<file path="config.mk">
export PLATFORM = sky130hd
export DESIGN_NAME = tdm_front
export DESIGN_NICKNAME = d
export VERILOG_FILES = /design/src/rtl/transition_density_matrix_core_assert.svh /design/src/rtl/tdm_pkg.sv /design/src/rtl/tdm_front.sv
export SDC_FILE = /design/constraint.sdc
export NUM_CORES = 1
export LEC_CHECK = 0
export BUFFER_PORTS_ARGS = -buffer_cell sky130_fd_sc_hd__buf_4
export CAP_MARGIN = 20
export CORE_UTILIZATION = 40
export DETAILED_ROUTE_END_ITERATION = 16
export PLACE_DENSITY = 0.77
export SLEW_MARGIN = 0
export SYNTH_ARGS = -nofsm -noshare
export SYNTH_HDL_FRONTEND = slang
export SYNTH_SLANG_ARGS = --single-unit
</file>
<file path="constraint.sdc">
create_clock -name i_clk -period 3.83 [get_ports i_clk]
set_input_delay 0.5745 -clock i_clk [delete_from_list [all_inputs] [get_ports i_clk]]
set_output_delay 0.5745 -clock i_clk [all_outputs]
set_load 0.01 [all_outputs]
</file>
<file path="src/rtl/transition_density_matrix_core_assert.svh">
// Assertion macros used by tdm_back of the transition density matrix RTL.
// Depends on nothing; the macros expand to nothing when SYNTH is defined.
`ifndef TRANSITION_DENSITY_MATRIX_CORE_ASSERT_SVH
`define TRANSITION_DENSITY_MATRIX_CORE_ASSERT_SVH
`ifndef SYNTH
`define TDM_ASSERT(lbl, clk, rst_n, prop) \
    lbl: assert property (@(posedge clk) disable iff (!rst_n) prop) \
        else $error("%m: assertion failed");
`define TDM_ASSERT_ALWAYS(lbl, clk, prop) \
    lbl: assert property (@(posedge clk) prop) \
        else $error("%m: assertion failed");
`else
`define TDM_ASSERT(lbl, clk, rst_n, prop)
`define TDM_ASSERT_ALWAYS(lbl, clk, prop)
`endif
`endif

</file>
<file path="src/rtl/tdm_pkg.sv">
// Types, sizes and codes of the transition density matrix core.
// Used by every module of the block but tdm_ram; depends on nothing.
package tdm_pkg;

    localparam int MAX_BASIS = 64;
    localparam int MAX_OCC   = 32;
    localparam int MAX_VIRT  = 32;

    localparam int NUM_BANDS = MAX_OCC + MAX_VIRT;
    localparam int COEF_DEPTH = NUM_BANDS * MAX_BASIS;
    localparam int AMP_DEPTH  = MAX_OCC * MAX_VIRT;
    localparam int COEF_AW = $clog2(COEF_DEPTH);
    localparam int AMP_AW  = $clog2(AMP_DEPTH);
    localparam int ADDR_W  = (COEF_AW > AMP_AW) ? COEF_AW : AMP_AW;

    localparam int OCNT_W = $clog2(MAX_OCC + 1);
    localparam int VCNT_W = $clog2(MAX_VIRT + 1);
    localparam int NB_W   = $clog2(MAX_BASIS + 1);
    localparam int BASIS_W = (MAX_BASIS > 1) ? $clog2(MAX_BASIS) : 1;

    localparam int OP_W   = 2;
    localparam int IDX_W  = 6;
    localparam int VAL_W  = 16;
    localparam int WORD_W = 2 * VAL_W;
    localparam int FRAC   = 15;
    localparam int ROUND_HALF = 16384;
    localparam int RECIP_W = 16;
    localparam int OUT_W  = 48;

    localparam int PR_W  = 2 * VAL_W + 1;
    localparam int TRM_W = PR_W + VAL_W + 1;
    localparam int ACC_W = TRM_W + $clog2(AMP_DEPTH + 1);
    localparam int RES_W = ACC_W - FRAC;
    localparam int PRD_W = RES_W + RECIP_W + 1;
    localparam int FIN_W = PRD_W - FRAC;
    localparam int EXT_W = ((FIN_W > OUT_W) ? FIN_W : OUT_W) + 1;

    localparam int FQ_DEPTH = 2;
    localparam int FQ_AW    = 1;
    localparam int FQ_CW    = 2;

    localparam logic [OP_W-1:0] OP_COEF = 2'd0;
    localparam logic [OP_W-1:0] OP_AMP  = 2'd1;
    localparam logic [OP_W-1:0] OP_READ = 2'd2;

    localparam int CFG_IDX_W  = 3;
    localparam int CFG_DATA_W = 16;
    localparam logic [CFG_IDX_W-1:0] REG_NOCC   = 3'd0;
    localparam logic [CFG_IDX_W-1:0] REG_NVIRT  = 3'd1;
    localparam logic [CFG_IDX_W-1:0] REG_NBASIS = 3'd2;
    localparam logic [CFG_IDX_W-1:0] REG_CPLX   = 3'd3;
    localparam logic [CFG_IDX_W-1:0] REG_RENORM = 3'd4;
    localparam logic [CFG_IDX_W-1:0] REG_RECIP  = 3'd5;

    typedef enum logic [1:0] {
        K_COEF,
        K_AMP,
        K_READ
    } t_kind;

    typedef struct packed {
        t_kind             kind;
        logic [ADDR_W-1:0] addr;
        logic [IDX_W-1:0]  row;
        logic [IDX_W-1:0]  col;
        logic [WORD_W-1:0] word;
    } t_cmd;

    typedef struct packed {
        logic [OCNT_W-1:0]  nocc;
        logic [VCNT_W-1:0]  nvirt;
        logic [NB_W-1:0]    nbasis;
        logic               cplx;
        logic               renorm;
        logic [RECIP_W-1:0] recip;
    } t_cfg;

    typedef enum logic [2:0] {
        S_IDLE,
        S_OCC,
        S_VIR,
        S_DRAIN,
        S_ROUND,
        S_SCALE,
        S_FIN
    } t_state;

endpackage

</file>
<file path="src/rtl/tdm_front.sv">
// Front end: accepts items, drops unused ones and out-of-range loads, forms memory
// addresses and queues commands for the back end. Depends on tdm_pkg.
module tdm_front (
    input  logic                       i_clk,
    input  logic                       i_rst_n,
    input  logic                       i_push,
    output logic                       o_full,
    input  logic [tdm_pkg::OP_W-1:0]   i_op,
    input  logic [tdm_pkg::IDX_W-1:0]  i_row,
    input  logic [tdm_pkg::IDX_W-1:0]  i_col,
    input  logic signed [tdm_pkg::VAL_W-1:0] i_value_re,
    input  logic signed [tdm_pkg::VAL_W-1:0] i_value_im,
    output logic                       o_cmd_valid,
    output tdm_pkg::t_cmd              o_cmd,
    input  logic                       i_take
);
    tdm_pkg::t_cmd                 r_q [tdm_pkg::FQ_DEPTH];
    logic [tdm_pkg::FQ_AW-1:0]     r_wp;
    logic [tdm_pkg::FQ_AW-1:0]     r_rp;
    logic [tdm_pkg::FQ_CW-1:0]     r_cnt;
    tdm_pkg::t_cmd                 cmd;
    logic                          keep;
    logic                          wr;
    logic                          rd;

    always_comb begin
        cmd.row  = i_row;
        cmd.col  = i_col;
        cmd.word = {i_value_im, i_value_re};
        cmd.kind = tdm_pkg::K_READ;
        cmd.addr = '0;
        keep     = 1'b0;
        case (i_op)
            tdm_pkg::OP_COEF: begin
                cmd.kind = tdm_pkg::K_COEF;
                cmd.addr = tdm_pkg::ADDR_W'(32'(i_row) * tdm_pkg::MAX_BASIS + 32'(i_col));
                keep = (32'(i_row) < tdm_pkg::NUM_BANDS) && (32'(i_col) < tdm_pkg::MAX_BASIS);
            end
            tdm_pkg::OP_AMP: begin
                cmd.kind = tdm_pkg::K_AMP;
                cmd.addr = tdm_pkg::ADDR_W'(32'(i_row) * tdm_pkg::MAX_VIRT + 32'(i_col));
                keep = (32'(i_row) < tdm_pkg::MAX_OCC) && (32'(i_col) < tdm_pkg::MAX_VIRT);
            end
            tdm_pkg::OP_READ: begin
                cmd.kind = tdm_pkg::K_READ;
                keep = 1'b1;
            end
            default: begin
                keep = 1'b0;
            end
        endcase
    end

    assign o_full      = (r_cnt == tdm_pkg::FQ_CW'(tdm_pkg::FQ_DEPTH));
    assign o_cmd_valid = (r_cnt != '0);
    assign o_cmd       = r_q[r_rp];
    assign wr          = i_push && !o_full && keep;
    assign rd          = i_take && o_cmd_valid;

    always_ff @(posedge i_clk) begin
        if (wr) begin
            r_q[r_wp] <= cmd;
        end
    end

    always_ff @(posedge i_clk) begin
        if (!i_rst_n) begin
            r_wp  <= '0;
            r_rp  <= '0;
            r_cnt <= '0;
        end else begin
            if (wr) begin
                r_wp <= r_wp + 1'b1;
            end
            if (rd) begin
                r_rp <= r_rp + 1'b1;
            end
            case ({wr, rd})
                2'b10:   r_cnt <= r_cnt + 1'b1;
                2'b01:   r_cnt <= r_cnt - 1'b1;
                default: r_cnt <= r_cnt;
            endcase
        end
    end
endmodule

</file>
==> impl_metrics.py <==
metrics = {
    "status": {
        "status": "completed",
    },
    "worst_setup_path": {
        "crit_fanout": 23,
        "end_kind": "primary output",
        "worst_setup_path_start_kind": "flop",
        "worstSetupPathType": "reg -> out",
        "arrival_ns": 2.02,
        "worst_ep_required_time_ns": 3.26,
    },
    "pwr": {
        "seqPwrFrac_pct": 39.8,
        "power_density_nw_per_um2": 657,
        "peakVddDrop_mv": 0.338,
        "switching_power_w": 0.000983,
        "p_sw_share_pct": 23.8,
        "p_leak_nw": 2.32,
        "p_int_w": 0.00314,
        "combPwrFrac_pct": 20.5,
        "clock_power_share_pct": 39.7,
    },
    "sta": {
        "fin_crit_sh_pct": 67.9,
        "rsz0062_at_grt": "false",
        "finalSetupViolCount": 0,
        "fmax_mhz": 385,
        "finalClockSkew_ns": 0.00850,
        "fin_crit_ns": 2.60,
        "finalHoldViolCount": 0,
        "relSlewSlack_pct": 66.8,
        "tightest_slew_ns": 0.498,
        "drv_slew": 0,
    },
    "die": {
        "row_count": 38,
        "placeableCoreArea_um2": 11100,
        "dieArea_um2": 12000,
        "die_h_um": 110,
        "pin_count": 110,
        "start_util_pct": 41.9,
        "fp.dieW_um": 110,
    },
    "route": {
        "drc": 0,
        "final_antenna_net_count": 0,
        "drtIter0Drc": 128,
        "wl_per_cell_um": 15.4,
        "drtPass1Iterations": 4,
        "vias_per_cell": 4.80,
        "dr_total_vias": 2497,
        "routed_wl_um": 8010,
    },
    "flow_run": {
        "drv_cap": 0,
    },
    "synthesis": {
        "synth_edf_count": 116,
        "yosys.area_share.simple_pct": 3.62,
        "ys_ff_latch": 121,
        "syn_area_um2": 4640,
        "synthFlopType": "edfxtp_1",
        "synth-adder-area-share_pct": 0.809,
        "synth_mux_area_share_pct": 14.7,
        "synth_compound_area_share_pct": 1.43,
        "ys_seq_area_share_pct": 77.3,
        "syn_avg_cell_area_um2": 19.2,
        "syn_nets": 295,
        "synthArstFlopShare_pct": 0,
        "yosysUniqueCellTypes": 29,
        "synthCells": 242,
        "synth_top_family_by_area": "multiplexers",
        "synth-xor-area-share_pct": 0.944,
        "ys_warn_count": 0,
    },
    "cells_and_area": {
        "final_cell_mix": "edfxtp_1 (116), buf_4 (115), mux2_2 (58)",
        "finalNonFillerCells": 520,
        "final_common_cell": "edfxtp_1",
        "drive_above_1_share_pct": 55.0,
        "fin_area_um2": 6270,
        "area_growth_pct": 35.3,
        "finalNetCount": 420,
        "diodes": 0,
    },
    "cts": {
        "clock_sinks": 121,
        "cts_hold_buf": 0,
        "cts_buffers": 17,
        "postCtsSetupBuffers": 0,
        "htreeDepth": 4,
        "insertion_delay_ns": 0.40,
        "tritoncts": "built",
        "clockBufferDepth": 2,
        "cts_repair_resize_count": 0,
        "path_clk_slew_ns": 0.06,
        "root_buffer": "clkbuf_16",
    },
    "place": {
        "hpwl_um": 5280,
        "gp_congestion": 0.777,
        "dp_cells": 488,
        "io_buffers": 109,
        "placed_cell_area_um2": 5640,
    },
    "global_route": {
        "first_global_vias": 2450,
        "grt_max_degree": 37,
        "grt_first_pass_wirelength_um": 11800,
        "track_usage_pct": 13.9,
        "antenna_found_initial": 0,
        "grt_overflow": 0,
    },
    "min_path": {
        "hp-class": "in -> reg",
    },
}
[final cells by class]
| class | count | area, um2 |
|---|---|---|
| inverter | 2 | 7.51 |
| multi-input combinational | 110 | 1010 |
| tap | 140 | 175 |
| clock inverter | 14 | 199 |
| timing repair buffer | 115 | 863 |
| fill | 867 | 4810 |
| clock buffer | 18 | 429 |
| sequential | 121 | 3580 |
[Yosys cell counts (2+ instances only)]
cell type	number	share of area, %
clkbuf_1	2	0.16
dfxtp_1	5	2.2
nand4b_1	2	0.38
a21oi_1	2	0.22
mux2i_1	3	0.65
nor2_1	9	0.73
buf_2	5	0.54
buf_4	2	0.32
mux2_2	58	14
ha_1	3	0.81
a31oi_1	2	0.27
nand2b_1	3	0.40
inv_1	2	0.16
nand2_1	3	0.24
xnor2_1	4	0.76
edfxtp_1	116	75
nor2b_1	7	0.94
nand3_1	2	0.22
a211oi_1	2	0.32
[metrics by stage]
stage	setup TNS [ns]	setup slack (ns)	total power [W]	util, %	hold slack, ns
after floorplan	-8.36	-0.0721	0.00213	-	0.451
after global placement	0	1.58	0.00251	50.9	0.498
after detailed placement	0	1.48	0.00253	50.9	0.510
after CTS	0	1.16	0.00417	56.6	0.347
after global routing	0	1.08	0.00429	56.6	0.335
final	0	1.23	0.00412	56.6	0.364
[worst max-delay path: stages, from the launching register on]
cell and delay [ns]:
dfxtp_2 0.64, buf_4 0.40, mux2_2 0.41, buf_4 0.15
[cell families after synthesis]
kind of cell | count (synthesis)
DFF | 121
muxes | 61
and+or+nand+nor | 31
buffers and inverters | 11
AOI/OAI and AO/OA | 10
xor gates and xnor gates | 5
adders and majority gates | 3
[layer usage]
metal | global-route usage (%) | vias up | share of wire (%)
met4 | 6.00 | 0 | 1.1
met2 | 22.5 | 76 | 49
met1 | 16.5 | 1222 | 44
li1 | - | 1192 | -
met3 | 5.39 | 7 | 5.6
met5 | 0 | - | 0
[flip-flops by register name, summed over array words and instances (netlist names), named ones only]
signal and flops:
r_q 116, r_cnt 2, r_rp 1, r_wp 1
[path summary, 6_finish.rpt]
check | startpoint | endpoint | slack [ns] | cells after the start
worst max-delay path | flop | o_cmd[57] | 1.23 | 3
worst min-delay path | i_value_re[14] | r_q[1][14]$_DFFE_PP_ | 0.36 | 1
worst max register to register | r_cnt[0]$_SDFFE_PN0P_ | r_cnt[1]$_SDFFE_PN0P_ | 1.95 | 5
worst min register to register | r_wp$_SDFFE_PN0P_ | r_wp$_SDFFE_PN0P_ | 0.52 | 2
[power groups by stage]
stage / clock network (W) / logic [W] / registers [W]
2_1_floorplan: 0 / 0.000494 / 0.00164
3_3_place_gp: 0 / 0.000848 / 0.00166
3_5_place_dp: 0 / 0.000856 / 0.00167
4_1_cts: 0.00166 / 0.000864 / 0.00165
5_1_grt: 0.00173 / 0.000911 / 0.00166
6_report: 0.00163 / 0.000844 / 0.00164
Power figures use the tool's default switching activity.
